--- src/design/assert_macros.svh ---
// Assertion macros shared by the window statistics modules.
// Each macro expects aclk and aresetn to be visible where it is used.
`ifndef ASSERT_MACROS_SVH
`define ASSERT_MACROS_SVH

// Same-cycle implication, checked outside reset.
`define A_IMPLY(label, ante, cons) \
    label: assert property (@(posedge aclk) disable iff (!aresetn) (ante) |-> (cons)) \
        else $error("implication check failed");

// Next-cycle implication, checked outside reset.
`define A_NEXT(label, ante, cons) \
    label: assert property (@(posedge aclk) disable iff (!aresetn) (ante) |=> (cons)) \
        else $error("next-cycle check failed");

`endif

--- src/design/wnds_pkg.sv ---
// Shared constants, codes and control structs for the window statistics core.
// No dependencies; used by the controller, the datapath and the top level.
package wnds_pkg;

    localparam int DEF_WINDOW_SIZE = 6;
    localparam int DEF_SAMPLE_BITS = 16;
    localparam int DEF_COORD_BITS  = 14;

    localparam int FRAC_BITS  = 32;
    localparam int CV_BITS    = 32;
    localparam int ROOT_BITS  = 2 * (CV_BITS - 1);
    localparam int ROOT_STEPS = CV_BITS - 1;

    localparam int APB_ADDR_BITS = 4;
    localparam int APB_DATA_BITS = 32;

    localparam logic [1:0] REG_CENTER_COL   = 2'd0;
    localparam logic [1:0] REG_CENTER_ROW   = 2'd1;
    localparam logic [1:0] REG_IMAGE_WIDTH  = 2'd2;
    localparam logic [1:0] REG_IMAGE_HEIGHT = 2'd3;

    localparam logic [1:0] CV_ST_OK    = 2'd0;
    localparam logic [1:0] CV_ST_EMPTY = 2'd1;
    localparam logic [1:0] CV_ST_SAT   = 2'd2;

    localparam logic [CV_BITS-1:0] CV_MAX = {1'b0, {(CV_BITS-1){1'b1}}};
    localparam logic [CV_BITS-1:0] CV_MIN = {1'b1, {(CV_BITS-1){1'b0}}};

    typedef struct packed {
        logic load;
        logic win_clear;
        logic q_clear;
        logic rd_en;
        logic mul;
        logic sub;
        logic div_step;
        logic root_init;
        logic root_step;
        logic out_load;
    } wnds_cmd_t;

    typedef struct packed {
        logic last_item;
        logic count_zero;
        logic sum_zero;
    } wnds_stat_t;

endpackage

--- src/design/window_ndvi_statistics_core.sv ---
// Window NDVI statistics: one sample word per cycle while loading (none while computing), then
// a squares pass over the n valid samples (at most 36), a one-bit-per-cycle
// divider (76 steps) and a 31-step square root.
// Words of the next window are taken while a finished result waits on m_ready.
// Synchronous active-low reset clears the window and restores the register defaults.
module window_ndvi_statistics_core #(
    parameter int WINDOW_SIZE = wnds_pkg::DEF_WINDOW_SIZE,
    parameter int SAMPLE_BITS = wnds_pkg::DEF_SAMPLE_BITS,
    parameter int COORD_BITS  = wnds_pkg::DEF_COORD_BITS
) (
    input  logic                                         aclk,
    input  logic                                         aresetn,
    input  logic                                         psel,
    input  logic                                         penable,
    input  logic                                         pwrite,
    input  logic [wnds_pkg::APB_ADDR_BITS-1:0]           paddr,
    input  logic [wnds_pkg::APB_DATA_BITS-1:0]           pwdata,
    output logic [wnds_pkg::APB_DATA_BITS-1:0]           prdata,
    output logic                                         pready,
    input  logic                                         s_valid,
    output logic                                         s_ready,
    input  logic signed [SAMPLE_BITS-1:0]                s_ndvi_sample,
    input  logic                                         s_sample_is_number,
    output logic                                         m_valid,
    input  logic                                         m_ready,
    output logic [$clog2(WINDOW_SIZE*WINDOW_SIZE+1)-1:0] m_negative_count,
    output logic signed [wnds_pkg::CV_BITS-1:0]          m_coeff_variation,
    output logic [1:0]                                   m_cv_status
);
    import wnds_pkg::*;

    localparam int ITEMS = WINDOW_SIZE * WINDOW_SIZE;
    localparam int AW    = $clog2(ITEMS);
    localparam int NW    = $clog2(ITEMS + 1);

    logic [COORD_BITS-1:0] center_col_reg, center_row_reg;
    logic [COORD_BITS:0]   image_width_reg, image_height_reg;
    logic                  wr_en;
    logic [1:0]            reg_idx;
    wnds_cmd_t             cmd;
    wnds_stat_t            stat;
    logic [NW-1:0]         valid_count;
    logic [AW-1:0]         rd_addr;

    assign pready  = 1'b1;
    assign wr_en   = psel && penable && pwrite;
    assign reg_idx = paddr[3:2];

    always_ff @(posedge aclk) begin
        if (!aresetn) begin
            center_col_reg   <= '0;
            center_row_reg   <= '0;
            image_width_reg  <= {1'b1, {COORD_BITS{1'b0}}};
            image_height_reg <= {1'b1, {COORD_BITS{1'b0}}};
        end else if (wr_en) begin
            unique case (reg_idx)
                REG_CENTER_COL:   center_col_reg   <= pwdata[COORD_BITS-1:0];
                REG_CENTER_ROW:   center_row_reg   <= pwdata[COORD_BITS-1:0];
                REG_IMAGE_WIDTH:  image_width_reg  <= pwdata[COORD_BITS:0];
                REG_IMAGE_HEIGHT: image_height_reg <= pwdata[COORD_BITS:0];
                default:          ;
            endcase
        end
    end

    always_comb begin
        unique case (reg_idx)
            REG_CENTER_COL:   prdata = APB_DATA_BITS'(center_col_reg);
            REG_CENTER_ROW:   prdata = APB_DATA_BITS'(center_row_reg);
            REG_IMAGE_WIDTH:  prdata = APB_DATA_BITS'(image_width_reg);
            REG_IMAGE_HEIGHT: prdata = APB_DATA_BITS'(image_height_reg);
            default:          prdata = '0;
        endcase
    end

    wnds_ctrl #(
        .WINDOW_SIZE (WINDOW_SIZE),
        .SAMPLE_BITS (SAMPLE_BITS)
    ) u_ctrl (
        .aclk        (aclk),
        .aresetn     (aresetn),
        .s_valid     (s_valid),
        .s_ready     (s_ready),
        .m_valid     (m_valid),
        .m_ready     (m_ready),
        .stat        (stat),
        .valid_count (valid_count),
        .cmd         (cmd),
        .rd_addr     (rd_addr)
    );

    wnds_dp #(
        .WINDOW_SIZE (WINDOW_SIZE),
        .SAMPLE_BITS (SAMPLE_BITS),
        .COORD_BITS  (COORD_BITS)
    ) u_dp (
        .aclk               (aclk),
        .aresetn            (aresetn),
        .cmd                (cmd),
        .stat               (stat),
        .valid_count        (valid_count),
        .rd_addr            (rd_addr),
        .center_col         (center_col_reg),
        .center_row         (center_row_reg),
        .image_width        (image_width_reg),
        .image_height       (image_height_reg),
        .s_ndvi_sample      (s_ndvi_sample),
        .s_sample_is_number (s_sample_is_number),
        .m_negative_count   (m_negative_count),
        .m_coeff_variation  (m_coeff_variation),
        .m_cv_status        (m_cv_status)
    );

endmodule

--- src/design/wnds_ctrl.sv ---
// Sequencing state machine of the window statistics core.
// Depends on wnds_pkg and assert_macros.svh; drives the datapath by command struct.
`include "assert_macros.svh"
module wnds_ctrl #(
    parameter int WINDOW_SIZE = wnds_pkg::DEF_WINDOW_SIZE,
    parameter int SAMPLE_BITS = wnds_pkg::DEF_SAMPLE_BITS
) (
    input  logic                                         aclk,
    input  logic                                         aresetn,
    input  logic                                         s_valid,
    output logic                                         s_ready,
    output logic                                         m_valid,
    input  logic                                         m_ready,
    input  wnds_pkg::wnds_stat_t                         stat,
    input  logic [$clog2(WINDOW_SIZE*WINDOW_SIZE+1)-1:0] valid_count,
    output wnds_pkg::wnds_cmd_t                          cmd,
    output logic [$clog2(WINDOW_SIZE*WINDOW_SIZE)-1:0]   rd_addr
);
    import wnds_pkg::*;

    localparam int ITEMS = WINDOW_SIZE * WINDOW_SIZE;
    localparam int AW    = $clog2(ITEMS);
    localparam int NW    = $clog2(ITEMS + 1);
    localparam int DW    = 2 * SAMPLE_BITS + 2 * NW;
    localparam int DIVW  = DW + FRAC_BITS;
    localparam int CW    = $clog2(DIVW + 1);

    typedef enum logic [9:0] {
        S_LOAD  = 10'b00_0000_0001,
        S_CHECK = 10'b00_0000_0010,
        S_SQ    = 10'b00_0000_0100,
        S_TAIL  = 10'b00_0000_1000,
        S_MUL   = 10'b00_0001_0000,
        S_SUB   = 10'b00_0010_0000,
        S_DIV   = 10'b00_0100_0000,
        S_RINIT = 10'b00_1000_0000,
        S_ROOT  = 10'b01_0000_0000,
        S_DONE  = 10'b10_0000_0000
    } state_t;

    state_t          state_reg, state_next;
    logic [CW-1:0]   cnt_reg, cnt_next;
    logic            m_valid_reg, m_valid_next;

    always_comb begin
        state_next = state_reg;
        cnt_next   = cnt_reg;
        cmd        = '0;
        s_ready    = 1'b0;
        unique case (state_reg)
            S_LOAD: begin
                s_ready  = 1'b1;
                cmd.load = s_valid;
                if (s_valid && stat.last_item) begin
                    state_next = S_CHECK;
                end
            end
            S_CHECK: begin
                cnt_next = '0;
                if (stat.count_zero || stat.sum_zero) begin
                    state_next = S_DONE;
                end else begin
                    cmd.q_clear = 1'b1;
                    state_next  = S_SQ;
                end
            end
            S_SQ: begin
                cmd.rd_en = 1'b1;
                if (cnt_reg == CW'(valid_count) - CW'(1)) begin
                    state_next = S_TAIL;
                end else begin
                    cnt_next = cnt_reg + CW'(1);
                end
            end
            S_TAIL: begin
                state_next = S_MUL;
            end
            S_MUL: begin
                cmd.mul    = 1'b1;
                state_next = S_SUB;
            end
            S_SUB: begin
                cmd.sub    = 1'b1;
                cnt_next   = '0;
                state_next = S_DIV;
            end
            S_DIV: begin
                cmd.div_step = 1'b1;
                if (cnt_reg == CW'(DIVW - 1)) begin
                    state_next = S_RINIT;
                end else begin
                    cnt_next = cnt_reg + CW'(1);
                end
            end
            S_RINIT: begin
                cmd.root_init = 1'b1;
                cnt_next      = '0;
                state_next    = S_ROOT;
            end
            S_ROOT: begin
                cmd.root_step = 1'b1;
                if (cnt_reg == CW'(ROOT_STEPS - 1)) begin
                    state_next = S_DONE;
                end else begin
                    cnt_next = cnt_reg + CW'(1);
                end
            end
            S_DONE: begin
                if (!m_valid_reg || m_ready) begin
                    cmd.out_load  = 1'b1;
                    cmd.win_clear = 1'b1;
                    state_next    = S_LOAD;
                end
            end
            default: state_next = S_LOAD;
        endcase
    end

    always_comb begin
        m_valid_next = m_valid_reg;
        if (cmd.out_load) begin
            m_valid_next = 1'b1;
        end else if (m_valid_reg && m_ready) begin
            m_valid_next = 1'b0;
        end
    end

    always_ff @(posedge aclk) begin
        if (!aresetn) begin
            state_reg   <= S_LOAD;
            cnt_reg     <= '0;
            m_valid_reg <= 1'b0;
        end else begin
            state_reg   <= state_next;
            cnt_reg     <= cnt_next;
            m_valid_reg <= m_valid_next;
        end
    end

    assign m_valid = m_valid_reg;
    assign rd_addr = cnt_reg[AW-1:0];

    // A new result must never overwrite one that has not been taken.
    `A_IMPLY(a_no_overwrite, cmd.out_load, !m_valid_reg || m_ready)
    `A_NEXT(a_last_to_check, s_valid && s_ready && stat.last_item, state_reg == S_CHECK)
    `A_IMPLY(a_read_in_range, cmd.rd_en, cnt_reg < CW'(valid_count))

endmodule

--- src/design/wnds_dp.sv ---
// Datapath of the window statistics core: sample store, sums, divider and root.
// Depends on wnds_pkg and assert_macros.svh; commanded by wnds_ctrl.
`include "assert_macros.svh"
module wnds_dp #(
    parameter int WINDOW_SIZE = wnds_pkg::DEF_WINDOW_SIZE,
    parameter int SAMPLE_BITS = wnds_pkg::DEF_SAMPLE_BITS,
    parameter int COORD_BITS  = wnds_pkg::DEF_COORD_BITS
) (
    input  logic                                         aclk,
    input  logic                                         aresetn,
    input  wnds_pkg::wnds_cmd_t                          cmd,
    output wnds_pkg::wnds_stat_t                         stat,
    output logic [$clog2(WINDOW_SIZE*WINDOW_SIZE+1)-1:0] valid_count,
    input  logic [$clog2(WINDOW_SIZE*WINDOW_SIZE)-1:0]   rd_addr,
    input  logic [COORD_BITS-1:0]                        center_col,
    input  logic [COORD_BITS-1:0]                        center_row,
    input  logic [COORD_BITS:0]                          image_width,
    input  logic [COORD_BITS:0]                          image_height,
    input  logic signed [SAMPLE_BITS-1:0]                s_ndvi_sample,
    input  logic                                         s_sample_is_number,
    output logic [$clog2(WINDOW_SIZE*WINDOW_SIZE+1)-1:0] m_negative_count,
    output logic signed [wnds_pkg::CV_BITS-1:0]          m_coeff_variation,
    output logic [1:0]                                   m_cv_status
);
    import wnds_pkg::*;

    localparam int ITEMS = WINDOW_SIZE * WINDOW_SIZE;
    localparam int AW    = $clog2(ITEMS);
    localparam int NW    = $clog2(ITEMS + 1);
    localparam int PW    = $clog2(WINDOW_SIZE);
    localparam int HALF  = WINDOW_SIZE / 2;
    localparam int CW    = COORD_BITS + 1;
    localparam int SUMW  = SAMPLE_BITS + NW;
    localparam int SQW   = 2 * SAMPLE_BITS;
    localparam int QW    = SQW + NW;
    localparam int DW    = QW + NW;
    localparam int DIVW  = DW + FRAC_BITS;
    localparam int QPW   = (DIVW > ROOT_BITS) ? DIVW : ROOT_BITS + 1;

    logic [NW-1:0]          count_reg;
    logic [NW-1:0]          tally_reg;
    logic signed [SUMW-1:0] sum_reg;
    logic [PW-1:0]          col_reg, row_reg;
    logic signed [SAMPLE_BITS-1:0] mem [ITEMS];
    logic signed [SAMPLE_BITS-1:0] rd_data_reg;
    logic                   rd_valid_reg;
    logic [QW-1:0]          q_reg;
    logic [DW-1:0]          s2_reg, nq_reg, rem_reg;
    logic [DIVW-1:0]        dq_reg;
    logic [ROOT_BITS-1:0]   v_reg, r_reg, b_reg;

    logic [CW-1:0]          col_pos, row_pos;
    logic                   in_image, good;
    logic [SUMW-1:0]        smag;
    logic signed [SQW-1:0]  sq;
    logic [DW:0]            trial, diff;
    logic                   ge;
    logic [QPW-1:0]         qx;
    logic                   sat;
    logic [ROOT_BITS:0]     rb;
    logic [CV_BITS-1:0]     mag;

    // Window position of this word relative to the image.
    assign col_pos  = CW'(center_col) + CW'(col_reg);
    assign row_pos  = CW'(center_row) + CW'(row_reg);
    assign in_image = (col_pos >= CW'(HALF)) && ((col_pos - CW'(HALF)) < image_width) &&
                      (row_pos >= CW'(HALF)) && ((row_pos - CW'(HALF)) < image_height);
    assign good     = in_image && s_sample_is_number && (count_reg < NW'(ITEMS));

    always_ff @(posedge aclk) begin
        if (!aresetn) begin
            count_reg <= '0;
            tally_reg <= '0;
            sum_reg   <= '0;
            col_reg   <= '0;
            row_reg   <= '0;
        end else if (cmd.win_clear) begin
            count_reg <= '0;
            tally_reg <= '0;
            sum_reg   <= '0;
            col_reg   <= '0;
            row_reg   <= '0;
        end else if (cmd.load) begin
            if (good) begin
                count_reg <= count_reg + NW'(1);
                sum_reg   <= sum_reg + SUMW'(s_ndvi_sample);
                if (s_ndvi_sample[SAMPLE_BITS-1]) begin
                    tally_reg <= tally_reg + NW'(1);
                end
            end
            if (row_reg == PW'(WINDOW_SIZE - 1)) begin
                row_reg <= '0;
                col_reg <= col_reg + PW'(1);
            end else begin
                row_reg <= row_reg + PW'(1);
            end
        end
    end

    always_ff @(posedge aclk) begin
        if (cmd.load && good) begin
            mem[count_reg[AW-1:0]] <= s_ndvi_sample;
        end
        if (cmd.rd_en) begin
            rd_data_reg <= mem[rd_addr];
        end
    end

    always_ff @(posedge aclk) begin
        if (!aresetn) begin
            rd_valid_reg <= 1'b0;
        end else begin
            rd_valid_reg <= cmd.rd_en;
        end
    end

    assign sq   = rd_data_reg * rd_data_reg;
    assign smag = sum_reg[SUMW-1] ? SUMW'(-sum_reg) : SUMW'(sum_reg);

    // Restoring division of D * 2^32 by S^2, one quotient bit per cycle.
    assign trial = {rem_reg, dq_reg[DIVW-1]};
    assign diff  = trial - {1'b0, s2_reg};
    assign ge    = trial >= {1'b0, s2_reg};
    assign qx    = QPW'(dq_reg);
    assign sat   = |qx[QPW-1:ROOT_BITS];
    assign rb    = {1'b0, r_reg} + {1'b0, b_reg};
    assign mag   = {1'b0, r_reg[CV_BITS-2:0]};

    always_ff @(posedge aclk) begin
        if (cmd.q_clear) begin
            q_reg <= '0;
        end else if (rd_valid_reg) begin
            q_reg <= q_reg + QW'(unsigned'(sq));
        end
        if (cmd.mul) begin
            s2_reg <= DW'(smag) * DW'(smag);
            nq_reg <= DW'(count_reg) * DW'(q_reg);
        end
        if (cmd.sub) begin
            rem_reg <= '0;
            dq_reg  <= {nq_reg - s2_reg, {FRAC_BITS{1'b0}}};
        end else if (cmd.div_step) begin
            rem_reg <= ge ? diff[DW-1:0] : trial[DW-1:0];
            dq_reg  <= {dq_reg[DIVW-2:0], ge};
        end
        // Digit-by-digit integer square root, two radicand bits per cycle.
        if (cmd.root_init) begin
            v_reg <= qx[ROOT_BITS-1:0];
            r_reg <= '0;
            b_reg <= ROOT_BITS'(1) << (2 * (ROOT_STEPS - 1));
        end else if (cmd.root_step) begin
            if ({1'b0, v_reg} >= rb) begin
                v_reg <= v_reg - rb[ROOT_BITS-1:0];
                r_reg <= (r_reg >> 1) + b_reg;
            end else begin
                r_reg <= r_reg >> 1;
            end
            b_reg <= b_reg >> 2;
        end
    end

    always_ff @(posedge aclk) begin
        if (cmd.out_load) begin
            m_negative_count <= tally_reg;
            if (count_reg == '0) begin
                m_coeff_variation <= '0;
                m_cv_status       <= CV_ST_EMPTY;
            end else if (sum_reg == '0) begin
                m_coeff_variation <= '0;
                m_cv_status       <= CV_ST_SAT;
            end else if (sat) begin
                m_coeff_variation <= sum_reg[SUMW-1] ? CV_MIN : CV_MAX;
                m_cv_status       <= CV_ST_SAT;
            end else begin
                m_coeff_variation <= sum_reg[SUMW-1] ? -mag : mag;
                m_cv_status       <= CV_ST_OK;
            end
        end
    end

    assign stat.last_item  = (col_reg == PW'(WINDOW_SIZE - 1)) &&
                             (row_reg == PW'(WINDOW_SIZE - 1));
    assign stat.count_zero = (count_reg == '0);
    assign stat.sum_zero   = (sum_reg == '0);
    assign valid_count     = count_reg;

    `A_IMPLY(a_count_bound, 1'b1, count_reg <= NW'(ITEMS))
    `A_IMPLY(a_tally_bound, 1'b1, tally_reg <= count_reg)
    `A_NEXT(a_rem_below_divisor, cmd.div_step, rem_reg < s2_reg)

endmodule
--- config.mk ---
export PLATFORM = sky130hd
export DESIGN_NAME = window_ndvi_statistics_core
export DESIGN_NICKNAME = d
export VERILOG_FILES = /design/src/design/wnds_pkg.sv /design/src/design/window_ndvi_statistics_core.sv /design/src/design/wnds_ctrl.sv /design/src/design/wnds_dp.sv
export VERILOG_INCLUDE_DIRS = /design/src /design/src/design
export SDC_FILE = /design/constraint.sdc
export NUM_CORES = 2
export LEC_CHECK = 0
export BUFFER_PORTS_ARGS = -buffer_cell sky130_fd_sc_hd__buf_2
export CORE_MARGIN = 4
export CORE_UTILIZATION = 40
export DETAILED_ROUTE_END_ITERATION = 6
export PLACE_DENSITY = 0.65
export RECOVER_POWER = 25
export SLEW_MARGIN = 10
export SYNTH_ARGS = -nofsm -noshare
export SYNTH_HDL_FRONTEND = slang
export SYNTH_SLANG_ARGS = --single-unit
--- constraint.sdc ---
create_clock -name aclk -period 11.7 [get_ports aclk]
set_input_delay 1.755 -clock aclk [delete_from_list [all_inputs] [get_ports aclk]]
set_output_delay 1.755 -clock aclk [all_outputs]
set_load 0.05 [all_outputs]
==> impl_metrics.env <==
export IMPL_status="complete, but fails checks"
export IMPL_violations="max-capacitance violations, max-slew violations"
export IMPL_slew_limit_headroom_pct=-59.0
export IMPL_insertion_delay_ps=820
export IMPL_critPathKind="reg -> reg"
export IMPL_mostFrequentLayoutCells="1066 x inv_1, 942 x nand2_1, 825 x edfxtp_1, 734 x fa_1, 626 x nor2_1"
export IMPL_largest_register_ffs=576
export IMPL_synth_top_cell_area_share_pct=27.7
export IMPL_top_level_ports=135
export IMPL_cp_common_cell="fa_1"
export IMPL_final_area_mm2=0.0980
export IMPL_vias=63931
export IMPL_clk_pin_slew_ps=60
export IMPL_setup_tns_ps=0
export IMPL_ys_types=94
export IMPL_synth_mux_area_share_pct=5.44
export IMPL_finalHoldViolCount=0
export IMPL_crit_arrival_ps=11020
export IMPL_synth_top_family_by_area="adder cells"
export IMPL_viasPerCell=5.42
export IMPL_clock_skew_ps=53.9
export IMPL_grt_pass1_vias=65422
export IMPL_htreeDepth=4
export IMPL_synth_area_mm2=0.0896
export IMPL_yosys_area_share_adder_pct=24.9
export IMPL_layout_drive_gt1_share_pct=7.64
export IMPL_die_x_um=481
export IMPL_totalPowerFinal_uw=9290
export IMPL_synth_compound_area_share_pct=11.9
export IMPL_cts_inserted_buffers=137
export IMPL_die_h_um=481
export IMPL_synth_simple_area_share_pct=11.7
export IMPL_dr_pass1_iters=6
export IMPL_dr_first_iter_drc_count=5000
export IMPL_post_route_drc_count=0
export IMPL_rsz0062_at_grt="false"
export IMPL_clock_path_buffers=3
export IMPL_grt_pass1_wl_um=365000
export IMPL_dieArea_mm2=0.232
export IMPL_syn_to_final_growth_pct=9.43
export IMPL_hpwl_um=169000
export IMPL_period_share_pct=89.4
export IMPL_yosysTopAreaCell="edfxtp_1"
export IMPL_whs_ps=455
export IMPL_postRouteWirelength_um=229000
export IMPL_drv_slew=627
export IMPL_hp_class="reg -> reg"
export IMPL_slowest_delay_ps=740
export IMPL_syn_inst=8701
export IMPL_wl_met3_um=12900
export IMPL_finalSetupViolations=0
export IMPL_fp_coreArea_mm2=0.223
export IMPL_ant_nets=0
export IMPL_fmax_mhz=95.6
export IMPL_hold_depth=0
export IMPL_synth_async_sr_flop_share_pct=0
export IMPL_grt_max_degree=91
export IMPL_drv_cap=16
export IMPL_antenna_found_initial=5
export IMPL_row_count=173
export IMPL_syn_area_per_cell_um2=10.3
export IMPL_ys_seq_area_share_pct=34.9
export IMPL_ys_warn_count=0
export IMPL_clock_sinks=1149
export IMPL_synth_xor_area_share_pct=4.98
export IMPL_cts_hold_buf=0
export IMPL_post_cts_setup_buffers=0
export IMPL_cts_resized=0
export IMPL_slowest_stage="clkbuf_1"
export IMPL_leakage_uw=0.0410
export IMPL_tightest_slew_ps=2380
export IMPL_cellPowerDensity_mw_per_mm2=94.8
export IMPL_fin_crit_ps=10460
export IMPL_nets=10111
export IMPL_startpoint_type="register"
export IMPL_gr_total_overflow=0
export IMPL_reg2reg_depth=30
export IMPL_crit_required_ps=12260
export IMPL_r2r_slack_ps=1240
export IMPL_wl_met1_um=96400
export IMPL_root_buffer="clkbuf_16"
export IMPL_synth_seq_cells=1149
export IMPL_tritoncts="done"
export IMPL_final_common_cell="inv_1"
export IMPL_placed_area_mm2=0.0934
export IMPL_synth_area_top_cells="edfxtp_1 28%, fa_1 16%, ha_1 8.4%"
export IMPL_start_util_pct=40.3
export IMPL_io_buffers=97
export IMPL_top_layer_used="met5"
export IMPL_fin_util_pct=44.1
export IMPL_synth_edf_count=825
export IMPL_grt_usage_pct=19.8
export IMPL_fillerInstances=20679
export IMPL_place_gp_congestion=0.946
export IMPL_synth_ff_type="edfxtp_1"
export IMPL_met2WireLength_um=112000
export IMPL_ir_drop_uv=146
export IMPL_crit_fanout=16
export IMPL_endpoint_kind="register"
export IMPL_wl_per_cell_um=19.4
metal layers:
layer | vias to the layer above | track usage (%)
met3 | 400 | 2.84
met5 | - | 0
met1 | 31733 | 25.7
met4 | 2 | 6.85
met2 | 1837 | 33.9
li1 | 29959 | -
where the power goes:
| part | internal (uW) | switching [uW] | total [uW] |
|---|---|---|---|
| Sequential | 4370 | 41.9 | 4410 |
| Clock | 2500 | 1880 | 4380 |
| Combinational | 185 | 308 | 493 |
path summary, 6_finish.rpt:
| check | end | start |
|---|---|---|
| min | u_dp.m_negative_count[5] | u_dp.tally_reg[5] |
| min reg2reg | u_dp.m_negative_count[5] | u_dp.tally_reg[5] |
| max | u_dp.s2_reg[43] | u_dp.sum_reg[0] |
| max reg2reg | u_dp.s2_reg[43] | u_dp.sum_reg[0] |
area by class of cell:
| class | instances | area (um^2) | share of cell area [%] |
|---|---|---|---|
| tap | 2975 | 3720 | 3.80 |
| sequential | 1149 | 31300 | 31.9 |
| inverter | 1073 | 4030 | 4.11 |
| timing repair buffer | 216 | 1340 | 1.37 |
| clock inverter | 86 | 1070 | 1.09 |
| multi-input combinational | 6135 | 53000 | 54.1 |
| clock buffer | 167 | 3600 | 3.68 |
| antenna | 1 | 2.50 | 0.00255 |
cells by family after synthesis:
kind of cell | after synthesis
XOR/XNOR | 509
flip-flops | 1149
multiplexers | 249
AND/OR/NAND/NOR | 2323
buffers and inverters | 1452
adder cells (fa/ha/maj) | 1339
AO/OA/AOI/OAI | 1678
other | 2
per-stage QoR:
step / cells / setup slack (ps)
detailed placement: 11548 / 1520
global route: 11801 / 665
global placement: 11548 / 1600
floorplan: 8736 / 2680
CTS: 11801 / 1480
finish: 11802 / 1240
cell usage after synthesis (50+ instances only):
cell type and count:
fa_1 734, a211oi_1 50, nor2b_1 71, nor3_1 98, a21boi_0 75, mux2i_1 57
nor2_1 630, a21oi_1 488, nand2_1 943, mux4_2 190, a22o_1 67, clkbuf_1 291
o21ai_0 335, nand4_1 91, o21a_1 53, a21o_1 161, and3_1 57, ha_1 605
nand2b_1 66, edfxtp_1 825, a31oi_1 86, nand3_1 114, xor2_1 197, and2_1 110
dfxtp_1 324, o21bai_1 61, inv_1 1066, xnor2_1 312
worst max-delay path: cells and delay by family (launching register included):
| kind | cells | cell delay (ps) |
|---|---|---|
| buf+inv | 4 | 1310 |
| simple gates | 7 | 1330 |
| flops | 1 | 310 |
| fa+ha+maj | 9 | 4220 |
| xor+xnor | 1 | 270 |
| compound gates | 9 | 2740 |
No activity file was read; power rests on OpenSTA's default activity.
